--- config.mk ---
export PLATFORM = sky130hd
export DESIGN_NAME = dns_feature_level_tracker
export DESIGN_NICKNAME = d
export VERILOG_FILES = /design/src/dfl_pkg.sv /design/src/dns_feature_level_tracker.sv /design/src/dfl_update.sv
export SDC_FILE = /design/constraint.sdc
export NUM_CORES = 1
export LEC_CHECK = 0
export ABC_AREA = 1
export BUFFER_PORTS_ARGS = -buffer_cell sky130_fd_sc_hd__buf_2
export CORE_MARGIN = 3
export CORE_UTILIZATION = 60
export CTS_CLUSTER_SIZE = 10
export DETAILED_ROUTE_END_ITERATION = 12
export PLACE_DENSITY_LB_ADDON = 0.25
export SLEW_MARGIN = 10
export SYNTH_ARGS = -nofsm -noshare
export SYNTH_HDL_FRONTEND = slang
export SYNTH_SLANG_ARGS = --single-unit
--- constraint.sdc ---
create_clock -name clk -period 7.02 [get_ports clk]
set_input_delay 0.702 -clock clk [delete_from_list [all_inputs] [get_ports clk]]
set_output_delay 0.702 -clock clk [all_outputs]
set_load 0.005 [all_outputs]
--- src/dfl_pkg.sv ---
// Shared types, codes and reset constants for the DNS feature level tracker.
// No dependencies; imported by dfl_update and dns_feature_level_tracker.
package dfl_pkg;

  // Feature levels
  localparam logic [2:0] LVL_TCP   = 3'd0;
  localparam logic [2:0] LVL_UDP   = 3'd1;
  localparam logic [2:0] LVL_EDNS0 = 3'd2;
  localparam logic [2:0] LVL_DO    = 3'd3;
  localparam logic [2:0] LVL_LARGE = 3'd4;

  // Event codes; 6 and 7 are no-ops
  localparam logic [2:0] OP_RECEIVED  = 3'd0;
  localparam logic [2:0] OP_LOST      = 3'd1;
  localparam logic [2:0] OP_FAILED    = 3'd2;
  localparam logic [2:0] OP_TRUNCATED = 3'd3;
  localparam logic [2:0] OP_RRSIG     = 3'd4;
  localparam logic [2:0] OP_QUERY     = 3'd5;

  // Transport codes; 2 and 3 are other protocols
  localparam logic [1:0] TR_UDP = 2'd0;
  localparam logic [1:0] TR_TCP = 2'd1;

  // Register reset values
  localparam logic [7:0]  RST_RETRY_LIMIT = 8'd3;
  localparam logic [22:0] RST_TIMEOUT_MIN = 23'd500000;
  localparam logic [22:0] RST_TIMEOUT_MAX = 23'd5000000;
  localparam logic [34:0] RST_GRACE_MIN   = 35'd300000000;
  localparam logic [34:0] RST_GRACE_MAX   = 35'd21600000000;
  localparam logic [15:0] RST_INIT_UDP    = 16'd512;

  localparam logic [7:0] CNT_MAX = 8'hFF;

  typedef struct packed {
    logic [7:0]  retry_limit;
    logic [22:0] timeout_min_us;
    logic [22:0] timeout_max_us;
    logic [34:0] grace_min_us;
    logic [34:0] grace_max_us;
    logic [15:0] initial_udp_size;
  } cfg_t;

  typedef struct packed {
    logic [2:0]  op;
    logic [1:0]  transport;
    logic [2:0]  used_level;
    logic [31:0] round_trip_us;
    logic [15:0] reply_size;
    logic [31:0] waited_us;
    logic [47:0] now_us;
  } item_t;

  typedef struct packed {
    logic [2:0]  possible_level;
    logic        verified_valid;
    logic [2:0]  verified_level;
    logic [47:0] verified_time;
    logic [34:0] grace_period;
    logic [7:0]  udp_failures;
    logic [7:0]  tcp_failures;
    logic        failed_flag;
    logic        truncated_flag;
    logic        rrsig_miss_flag;
    logic [15:0] largest_udp;
    logic [31:0] largest_rtt;
    logic [22:0] retx_timeout;
  } state_t;

  typedef struct packed {
    logic [2:0]  level;
    logic        level_changed;
    logic        dnssec_ok;
    logic [22:0] resend_timeout_us;
    logic [15:0] udp_size_max;
  } result_t;

  localparam state_t STATE_RESET = '{
    possible_level:  LVL_LARGE,
    verified_valid:  1'b0,
    verified_level:  LVL_TCP,
    verified_time:   48'd0,
    grace_period:    RST_GRACE_MIN,
    udp_failures:    8'd0,
    tcp_failures:    8'd0,
    failed_flag:     1'b0,
    truncated_flag:  1'b0,
    rrsig_miss_flag: 1'b0,
    largest_udp:     RST_INIT_UDP,
    largest_rtt:     32'd0,
    retx_timeout:    RST_TIMEOUT_MIN
  };

  function automatic logic [7:0] sat_inc(input logic [7:0] c);
    return (c == CNT_MAX) ? CNT_MAX : c + 8'd1;
  endfunction

endpackage

--- src/dns_feature_level_tracker.sv ---
// Top level of the DNS server feature level tracker: channels, registers, state.
// Depends on dfl_pkg and dfl_update.
//
// Usage:
//   Input channel in_*: one event transaction (op, transport, used_level, round_trip_us,
//   reply_size, waited_us, now_us) moves when in_valid is high and in_stall is low.
//   Output channel out_*: one result transaction per event (level, level_changed,
//   dnssec_ok, resend_timeout_us, udp_size_max) moves when out_valid is high and
//   out_stall is low.
//   An accepted event is held in the input register, evaluated by the update logic, and
//   its result captured in the result register. Throughput: one event per cycle while
//   out_stall is low, set by the single input register and result register around the
//   update logic; state is written back in the same cycle the event is evaluated.
//   Stall: while the result register is full and stalled, the input register holds one
//   more event and in_stall rises once it is occupied.
//   Reset (rst_n low, synchronous): configuration registers return to their defaults,
//   tracker state returns to level LARGE with nothing verified, both registers empty.
//   Configuration: APB port, 64-bit data, register i at byte address 8*i; write only
//   while no transaction is in flight.
module dns_feature_level_tracker
  import dfl_pkg::*;
(
  input  logic        clk,
  input  logic        rst_n,
  // Configuration
  input  logic        psel,
  input  logic        penable,
  input  logic        pwrite,
  input  logic [5:0]  paddr,
  input  logic [63:0] pwdata,
  output logic [63:0] prdata,
  output logic        pready,
  // Event input
  input  logic        in_valid,
  output logic        in_stall,
  input  logic [2:0]  in_op,
  input  logic [1:0]  in_transport,
  input  logic [2:0]  in_used_level,
  input  logic [31:0] in_round_trip_us,
  input  logic [15:0] in_reply_size,
  input  logic [31:0] in_waited_us,
  input  logic [47:0] in_now_us,
  // Result output
  output logic        out_valid,
  input  logic        out_stall,
  output logic [2:0]  out_level,
  output logic        out_level_changed,
  output logic        out_dnssec_ok,
  output logic [22:0] out_resend_timeout_us,
  output logic [15:0] out_udp_size_max
);

  localparam logic [2:0] REG_RETRY_LIMIT = 3'd0;
  localparam logic [2:0] REG_TIMEOUT_MIN = 3'd1;
  localparam logic [2:0] REG_TIMEOUT_MAX = 3'd2;
  localparam logic [2:0] REG_GRACE_MIN   = 3'd3;
  localparam logic [2:0] REG_GRACE_MAX   = 3'd4;
  localparam logic [2:0] REG_INIT_UDP    = 3'd5;

  cfg_t    cfg_r;
  state_t  state_r;
  state_t  state_nxt;
  item_t   item_r;
  logic    in_valid_r;
  logic    out_valid_r;
  result_t res_nxt;
  result_t res_r;
  logic    cfg_wr;
  logic    in_take;
  logic    proc;

  // Configuration writes
  assign pready = 1'b1;
  assign cfg_wr = psel && penable && pwrite;

  always_ff @(posedge clk) begin
    if (!rst_n) begin
      cfg_r.retry_limit      <= RST_RETRY_LIMIT;
      cfg_r.timeout_min_us   <= RST_TIMEOUT_MIN;
      cfg_r.timeout_max_us   <= RST_TIMEOUT_MAX;
      cfg_r.grace_min_us     <= RST_GRACE_MIN;
      cfg_r.grace_max_us     <= RST_GRACE_MAX;
      cfg_r.initial_udp_size <= RST_INIT_UDP;
    end else if (cfg_wr) begin
      case (paddr[5:3])
        REG_RETRY_LIMIT: cfg_r.retry_limit      <= pwdata[7:0];
        REG_TIMEOUT_MIN: cfg_r.timeout_min_us   <= pwdata[22:0];
        REG_TIMEOUT_MAX: cfg_r.timeout_max_us   <= pwdata[22:0];
        REG_GRACE_MIN:   cfg_r.grace_min_us     <= pwdata[34:0];
        REG_GRACE_MAX:   cfg_r.grace_max_us     <= pwdata[34:0];
        REG_INIT_UDP:    cfg_r.initial_udp_size <= pwdata[15:0];
        default: begin
        end
      endcase
    end
  end

  // Register readback
  always_comb begin
    case (paddr[5:3])
      REG_RETRY_LIMIT: prdata = {56'd0, cfg_r.retry_limit};
      REG_TIMEOUT_MIN: prdata = {41'd0, cfg_r.timeout_min_us};
      REG_TIMEOUT_MAX: prdata = {41'd0, cfg_r.timeout_max_us};
      REG_GRACE_MIN:   prdata = {29'd0, cfg_r.grace_min_us};
      REG_GRACE_MAX:   prdata = {29'd0, cfg_r.grace_max_us};
      REG_INIT_UDP:    prdata = {48'd0, cfg_r.initial_udp_size};
      default:         prdata = 64'd0;
    endcase
  end

  // Handshake: evaluate when an event is held and the result slot is free
  assign proc     = in_valid_r && (!out_valid_r || !out_stall);
  assign in_stall = in_valid_r && !proc;
  assign in_take  = in_valid && !in_stall;

  // Hold the accepted transaction
  always_ff @(posedge clk) begin
    if (!rst_n) begin
      in_valid_r <= 1'b0;
    end else if (in_take) begin
      in_valid_r <= 1'b1;
    end else if (proc) begin
      in_valid_r <= 1'b0;
    end
  end

  always_ff @(posedge clk) begin
    if (in_take) begin
      item_r.op            <= in_op;
      item_r.transport     <= in_transport;
      item_r.used_level    <= in_used_level;
      item_r.round_trip_us <= in_round_trip_us;
      item_r.reply_size    <= in_reply_size;
      item_r.waited_us     <= in_waited_us;
      item_r.now_us        <= in_now_us;
    end
  end

  dfl_update u_update (
    .cfg  (cfg_r),
    .cur  (state_r),
    .item (item_r),
    .nxt  (state_nxt),
    .res  (res_nxt)
  );

  // Advance tracker state
  always_ff @(posedge clk) begin
    if (!rst_n) begin
      state_r <= STATE_RESET;
    end else if (proc) begin
      state_r <= state_nxt;
    end
  end

  // Result register
  always_ff @(posedge clk) begin
    if (!rst_n) begin
      out_valid_r <= 1'b0;
    end else if (proc) begin
      out_valid_r <= 1'b1;
    end else if (!out_stall) begin
      out_valid_r <= 1'b0;
    end
  end

  always_ff @(posedge clk) begin
    if (proc) begin
      res_r <= res_nxt;
    end
  end

  assign out_valid             = out_valid_r;
  assign out_level             = res_r.level;
  assign out_level_changed     = res_r.level_changed;
  assign out_dnssec_ok         = res_r.dnssec_ok;
  assign out_resend_timeout_us = res_r.resend_timeout_us;
  assign out_udp_size_max      = res_r.udp_size_max;

endmodule

--- src/dfl_update.sv ---
// Next-state and result logic for one event of the feature level tracker.
// Purely combinational; uses types and codes from dfl_pkg.
module dfl_update
  import dfl_pkg::*;
(
  input  cfg_t    cfg,
  input  state_t  cur,
  input  item_t   item,
  output state_t  nxt,
  output result_t res
);

  logic [2:0]  lvl;
  logic [2:0]  ver_lvl;
  logic        ver_take;
  logic [32:0] rtt_dbl;
  logic [23:0] rto_dbl;
  logic [48:0] grace_end;
  logic [35:0] grace_dbl;
  logic        grace_over;
  logic        tcp_bad;
  logic        step_down;

  always_comb begin
    // Clamp levels above LARGE
    lvl = (item.used_level > LVL_LARGE) ? LVL_LARGE : item.used_level;

    // Verification level for a received reply
    if (item.transport == TR_UDP) begin
      ver_lvl = (lvl == LVL_LARGE) ? LVL_DO : lvl;
    end else begin
      ver_lvl = LVL_TCP;
    end
    ver_take = !(cur.verified_valid && (cur.verified_level > ver_lvl));

    rtt_dbl   = {item.round_trip_us, 1'b0};
    rto_dbl   = {cur.retx_timeout, 1'b0};
    grace_end = {1'b0, cur.verified_time} + {14'd0, cur.grace_period};
    grace_dbl = {cur.grace_period, 1'b0};
    grace_over = (cur.possible_level != LVL_LARGE) && (cur.verified_time != 48'd0) &&
                 (grace_end <= {1'b0, item.now_us});
    tcp_bad   = cur.tcp_failures >= cfg.retry_limit;
    step_down = ((cur.udp_failures >= cfg.retry_limit) && (cur.possible_level >= LVL_UDP)) ||
                (cur.failed_flag && (cur.possible_level > LVL_UDP)) ||
                (tcp_bad && cur.truncated_flag && (cur.possible_level > LVL_UDP));

    nxt = cur;
    case (item.op)
      OP_RECEIVED: begin
        if (item.transport == TR_UDP || item.transport == TR_TCP) begin
          if (cur.possible_level == lvl) begin
            if (item.transport == TR_UDP) begin
              nxt.udp_failures = 8'd0;
            end else begin
              nxt.tcp_failures = 8'd0;
            end
          end
          if (ver_take) begin
            nxt.verified_valid = 1'b1;
            nxt.verified_level = ver_lvl;
            nxt.verified_time  = item.now_us;
          end
          if (item.transport == TR_UDP && cur.largest_udp < item.reply_size) begin
            nxt.largest_udp = item.reply_size;
          end
        end
        // Track the worst RTT and derive the timeout from it
        if (cur.largest_rtt < item.round_trip_us) begin
          nxt.largest_rtt = item.round_trip_us;
          if (rtt_dbl > {10'd0, cfg.timeout_max_us}) begin
            nxt.retx_timeout = cfg.timeout_max_us;
          end else if (rtt_dbl < {10'd0, cfg.timeout_min_us}) begin
            nxt.retx_timeout = cfg.timeout_min_us;
          end else begin
            nxt.retx_timeout = rtt_dbl[22:0];
          end
        end
      end
      OP_LOST: begin
        if (cur.possible_level == lvl) begin
          if (item.transport == TR_UDP) begin
            nxt.udp_failures = sat_inc(cur.udp_failures);
          end else if (item.transport == TR_TCP) begin
            nxt.tcp_failures = sat_inc(cur.tcp_failures);
          end
        end
        // Back off the timeout when it expired
        if ({9'd0, cur.retx_timeout} <= item.waited_us) begin
          nxt.retx_timeout = (rto_dbl < {1'b0, cfg.timeout_max_us}) ?
                             rto_dbl[22:0] : cfg.timeout_max_us;
        end
      end
      OP_FAILED: begin
        if (cur.possible_level == lvl) begin
          nxt.failed_flag = 1'b1;
        end
      end
      OP_TRUNCATED: begin
        if (cur.possible_level == lvl) begin
          nxt.truncated_flag = 1'b1;
        end
      end
      OP_RRSIG: begin
        nxt.rrsig_miss_flag = 1'b1;
      end
      OP_QUERY: begin
        if (grace_over) begin
          // Retry the best level and double the grace period
          nxt.grace_period = (grace_dbl < {1'b0, cfg.grace_max_us}) ?
                             grace_dbl[34:0] : cfg.grace_max_us;
          nxt.possible_level  = LVL_LARGE;
          nxt.rrsig_miss_flag = 1'b0;
          nxt.udp_failures    = 8'd0;
          nxt.tcp_failures    = 8'd0;
          nxt.failed_flag     = 1'b0;
          nxt.truncated_flag  = 1'b0;
          nxt.verified_time   = 48'd0;
        end else if (cur.verified_valid && (cur.possible_level <= cur.verified_level)) begin
          nxt.possible_level = cur.verified_level;
        end else begin
          if (tcp_bad && (cur.possible_level == LVL_TCP)) begin
            nxt.possible_level = LVL_UDP;
          end else if (step_down) begin
            nxt.possible_level = cur.possible_level - 3'd1;
          end
          if (nxt.possible_level != cur.possible_level) begin
            nxt.udp_failures   = 8'd0;
            nxt.tcp_failures   = 8'd0;
            nxt.failed_flag    = 1'b0;
            nxt.truncated_flag = 1'b0;
            nxt.verified_time  = 48'd0;
          end
        end
      end
      default: begin
      end
    endcase

    // Result from the updated state
    res.level             = nxt.possible_level;
    res.level_changed     = (item.op == OP_QUERY) && (nxt.possible_level != cur.possible_level);
    res.dnssec_ok         = (nxt.possible_level >= LVL_DO) && !nxt.rrsig_miss_flag &&
                            (nxt.tcp_failures < cfg.retry_limit);
    res.resend_timeout_us = nxt.retx_timeout;
    res.udp_size_max      = nxt.largest_udp;
  end

endmodule

; ---- After elaboration in Yosys (flattened, before gate mapping)
; Index checks and enable logic that the tools add are counted.
[classes]
n_addsub = 4
n_lt_le_gt_ge = 17
n_eq_ne = 29
mux = 51
n_bitwise = 1
reduce_logical = 50
[op_table]
columns = op, count
row1 = $mux W48, 6
row2 = $pmux W35 S6, 1
row3 = $pmux W48 S2, 1
row4 = $mux W23, 4
row5 = $mux W16, 5
row6 = $mux W8, 7
row7 = $mux W55, 1
row8 = $mux W18, 3
row9 = $add A48 B35 Y49, 1
row10 = $le A49 B48 Y1, 1
row11 = $pmux W16 S3, 1
row12 = $reduce_bool A48 Y1, 1
row13 = $pmux W23 S2, 1
row14 = $lt A36 B35 Y1, 1
row15 = $mux W35, 1
row16 = $gt A33 B23 Y1, 1
row17 = $lt A33 B23 Y1, 1
row18 = $mux W3, 11
row19 = $le A23 B32 Y1, 1
row20 = $lt A32 B32 Y1, 1
row21 = $lt A24 B23 Y1, 1
row22 = $logic_and A1 B1 Y1, 18
row23 = $add A8 B1 Y8 const B, 2
row24 = $eq A8 B8 Y1 const B, 2
row25 = 36 further kinds, 79
[totals]
regBits = 502
input_bits = 213
output_inout_bits = 111
wordCells = 185

; ---- Depth between registers and ports, before layout
[depth]
depth_word = 16
ltp_mapped = 39
depth_no_buf = 39

; ---- Modules after synthesis
; From an unflattened synthesis, not the netlist that was laid out.
[hier_totals]
hier_cells = 4419
area_unflattened_um2 = 32419.8
[by_module_without_submodules]
columns = mod, n_inst, cells_per_inst, area_per_inst_um2, seq_area_each_um2
row1 = dns_feature_level_tracker, 1, 2075, 18682.9, 11851.4
row2 = dfl_update, 1, 2344, 13736.9, 0.0

; ---- Worst setup path before layout
; Ideal clock, no wire load.
[synth_timing]
path_type = register to register
startpoint = register state_r[90] (netlist bit)
endpoint = register res_r (netlist bit out_dnssec_ok), data pin
setup_time_ns = 0.146
arrival_time_ns = 4.919
required_time_ns = 6.874
path_slack_ns = 1.955
path_stages_with_launch = 37
n_path_buf = 0
period_less_slack_ns = 5.065
cell_sequence = dfxtp_1 -> ha_1 -> fa_1 -> nand2_1 -> nand2_1 -> nand3_1 -> nand2_2 -> nand2_1 -> nand2_2 -> a21oi_1 -> o21ai_2 -> a21oi_1 -> o21ai_2 -> a21boi_0 -> o21ai_0 -> xor2_1 -> ha_1 -> nand2_1 -> nor2_1 -> nand2_1 -> nor4_1 -> nand2_1 -> a21oi_1 -> nand3_1 -> nand3_1 -> nand2_2 -> a21oi_4 -> nand2_2 -> nand2_1 -> a21oi_1 -> inv_1 -> ha_1 -> a21oi_1 -> nand3_1 -> nor2_1 -> nand2_1 -> a21oi_1
[synth_lines]
columns = element, line_no
row1 = start: declaration, dns_feature_level_tracker.sv:61  ; state_t state_r;
row2 = start signal: assignment, dns_feature_level_tracker.sv:152  ; state_r <= state_nxt;
row3 = end signal: assignment, dns_feature_level_tracker.sv:169  ; res_r <= res_nxt;
row4 = end: declaration, dns_feature_level_tracker.sv:67  ; result_t res_r;

==> results.md <==
* Status: finished, final reports clean
* Delay of the slowest critical-path stage at 570 ps
* Async set or reset register ratio after synthesis at 0
* Routed WL per cell at between 15 and 20 um
* CP Capture Type: flop
* Share of layout cells above drive strength 1 at 0.119
* Multi-input logic area at 0.0149 mm^2
* Slew HR at 0.166
* Largest net degree at the start of global routing at 97
* Worst-Skew Late Latency at approximately 620 ps
* Flop and latch count out of synthesis at 502
* GPL Wtd Cong at ~0.96
* Final Power at roughly 6800 uW
* TritonCTS clock tree: built
* CTS sink count at roughly 500
* Prevailing post-synth register cell: dfxtp_1
* Fin crit share at 0.899
* First-pass DRT Iterations at 6
* Net Sw Frac at 0.264
* CP max FO at 7
* Switching Power at around 1800 uW
* Avg Vias per Cell at between 5 and 6
* Leading area contributor after synthesis: dfxtp_1
* Fin. Hold Viols at 0
* Max Slew Vio Count at 0
* H-tree depth at 2
* Ports at approximately 320
* Comb power frac at 0.122
* Most frequent CP cell: nand2_1
* Worst Tran Pin Value at around 1200 ps
* Adder and majority gate portion of the synthesized area at 0.121
* Wirelength, routed at 80.8 mm
* Setup TNS at 0 ps
* Setup Skew at around 23 ps
* Post-synth EDFFs at 180
* Initial antenna violation count at 5
* Die width at around 230 um
* P&R area growth vs syn at 11.0%
* Main combinational cell family by area after synthesis: compound AO/OA/AOI/OAI gates
* Internal power at 5020 uW
* Fmax achieved at 158 MHz
* Unique masters post-synth at 60
* Yosys top cell area share at 0.217
* Initial Util at 0.614
* Yosys warnings at 0
* Max Cap Viol at 0
* CTS Buf Count at 57
* Clk slew on worst S/H paths at about 60 ps
* Final HPWL DP at slightly below 60 mm
* Worst min-delay path class: input port to flop
* Vias in the first global route at roughly 25000
* Synth Area in XOR/XNOR at 0.0153
* Unrepaired setup endpoints after global routing: false
* Sequential cell area fraction in the yosys report at 0.399
* Die Ht at roughly 230 um
* Worst EP arrival at between 6000 and 7000 ps
* Syn Inst Count at 3715
* Seq pwr share at 0.476
* Mux cell area share after synthesis at 0
* Pwr per Cell Area at between 200 and 250 mW/mm^2
* Placed Cells at 4503
* Nets at between 4000 and 5000
* Total gr overflow at 0
* DIE AREA at 0.0522 mm^2
* WS Path Type: flop to flop
* Simple-gate share of the synthesized area at 0.169
* Non-filler cells, final at around 4600
* Gr usage total at 0.301
* Root buf cell: clkbuf_16
* Drt drc at 0
* Fillers at 4107
* Row count at 80
* I/O Buffers at about 260
* CTS resizes at 0
* Leakage at 0.0150 uW
* Crit path time final at about 6300 ps
* Vias after detailed routing at between 20000 and 30000
* Final setup viols at 0
* DR iter-0 viols at about 2400
* Compound-gate portion of the synthesized area at 0.192
* Clock power frac at 0.402
* Synth Area per Inst at approximately 8.0 um^2
* Post-CTS Setup Bufs at 0
* Core area at around 0.048 mm^2
* Post-route ant nets at 0
* CTS max path bufs at 3
* Post-Syn Area at approximately 0.030 mm^2
* Register area at between 0.01 and 0.015 mm^2
* Hold_buf cts at 0
* Post-route core utilization at 0.681
* Slowest CP cell: nor4_1
* Worst Path Required at 7480 ps
* VDD IR max at between 0.15 and 0.2 mV
* Global-route wire length before repair at about 130 mm
* Area contributors post-synth: dfxtp_1 22%, edfxtp_1 18%, ha_1 12%
* Startpoint Class: flop
==> worst max-delay path, delay by kind of cell (launching register included) <==
kind | cells | cell delay (ps)
AND/OR/NAND/NOR | 19 | 2420
AO/OA/AOI/OAI | 11 | 1940
adder cells (fa/ha/maj) | 4 | 1200
flip-flops | 1 | 340
XOR/XNOR | 1 | 160
buffers and inverters | 1 | 80
==> cells in the mapped netlist, types with 37 or more instances <==
cell        n
nand2_1   611
inv_1     555
o21ai_0   348
a21oi_1   336
dfxtp_1   322
ha_1      286
nor2_1    236
edfxtp_1  180
clkbuf_1  124
nand3_1   108
o211ai_1   88
nand4_1    69
a21oi_2    41
nor3_2     41
xor2_1     37
==> worst paths after layout <==
| check | slack (ps) | start | end | cells after the start |
|---|---|---|---|---|
| worst max-delay path | 710 | state_r[90] | out_dnssec_ok | 36 |
| worst min-delay path | 260 | in_round_trip_us[1] | item_r[97] | 1 |
| worst max register to register | 710 | state_r[90] | out_dnssec_ok | 36 |
| worst min register to register | 460 | state_r[72] | state_r[72] | 2 |
==> final cells by class <==
| class | count | share of cell area |
|---|---|---|
| Sequential cell | 502 | 0.360 |
| Timing Repair Buffer | 289 | 0.0465 |
| Antenna cell | 5 | 0.000380 |
| Multi-Input combinational cell | 2491 | 0.453 |
| Clock inverter | 3 | 0.000570 |
| Clock buffer | 95 | 0.0498 |
| Tap cell | 656 | 0.0249 |
| Inverter | 565 | 0.0647 |
==> metal layers <==
metal / global-route usage / wire [um] / up-vias
li1: - / - / 12957
met1: 0.418 / 34800 / 12118
met2: 0.479 / 36000 / 1062
met3: 0.0456 / 6950 / 184
met4: 0.110 / 3010 / 2
met5: 0 / 13 / -
==> kinds of logic after synthesis <==
family / count (synthesis)
other: 2
AO/OA/AOI/OAI: 982
XOR/XNOR: 52
AND/OR/NAND/NOR: 1139
flip-flops: 502
adder cells (fa/ha/maj): 287
buffers and inverters: 751
==> through the flow <==
step	cell area (um^2)	hold WS [ps]	worst slack (ps)
finish	32900	256	707
detailed placement	31300	452	780
global route	32900	248	149
global placement	31300	445	840
CTS	32900	231	728
floorplan	29800	430	1950
==> placed cells by master, fill, tap and decap left out, drive strengths merged, types with 5 or more instances in the layout <==
cell type  instances
a211oi            19
a21o               6
a21oi            378
a221oi            16
a22oi             15
a31oi             29
buf              289
clkbuf            95
clkinv             5
conb              31
dfxtp            322
diode              5
edfxtp           180
ha               286
inv              563
nand2            617
nand3            110
nand4             70
nor2             239
nor3              76
nor4              14
o2111ai            5
o211ai            89
o21a               7
o21ai            369
o21bai            11
o221ai            14
o22ai              5
xnor2             15
xor2              37
==> power by group through the flow <==
stage	combinational, uW	clock [uW]	sequential (uW)
finish	833	2740	3240
global route	947	2890	3250
global placement	794	0	3290
CTS	823	2770	3240
detailed placement	816	0	3300
floorplan	576	0	3270
==> flip-flops by register name, summed over array words and instances, names as in the netlist <==
| name | cells |
|---|---|
| out_resend_timeout_us | 23 |
| item_r | 136 |
| out_udp_size_max | 16 |
| out_dnssec_ok | 1 |
| out_level | 3 |
| in_valid_r | 1 |
| out_level_changed | 1 |
| cfg_r | 140 |
| state_r | 180 |
| out_valid | 1 |
(Power assumes the default switching activity.)
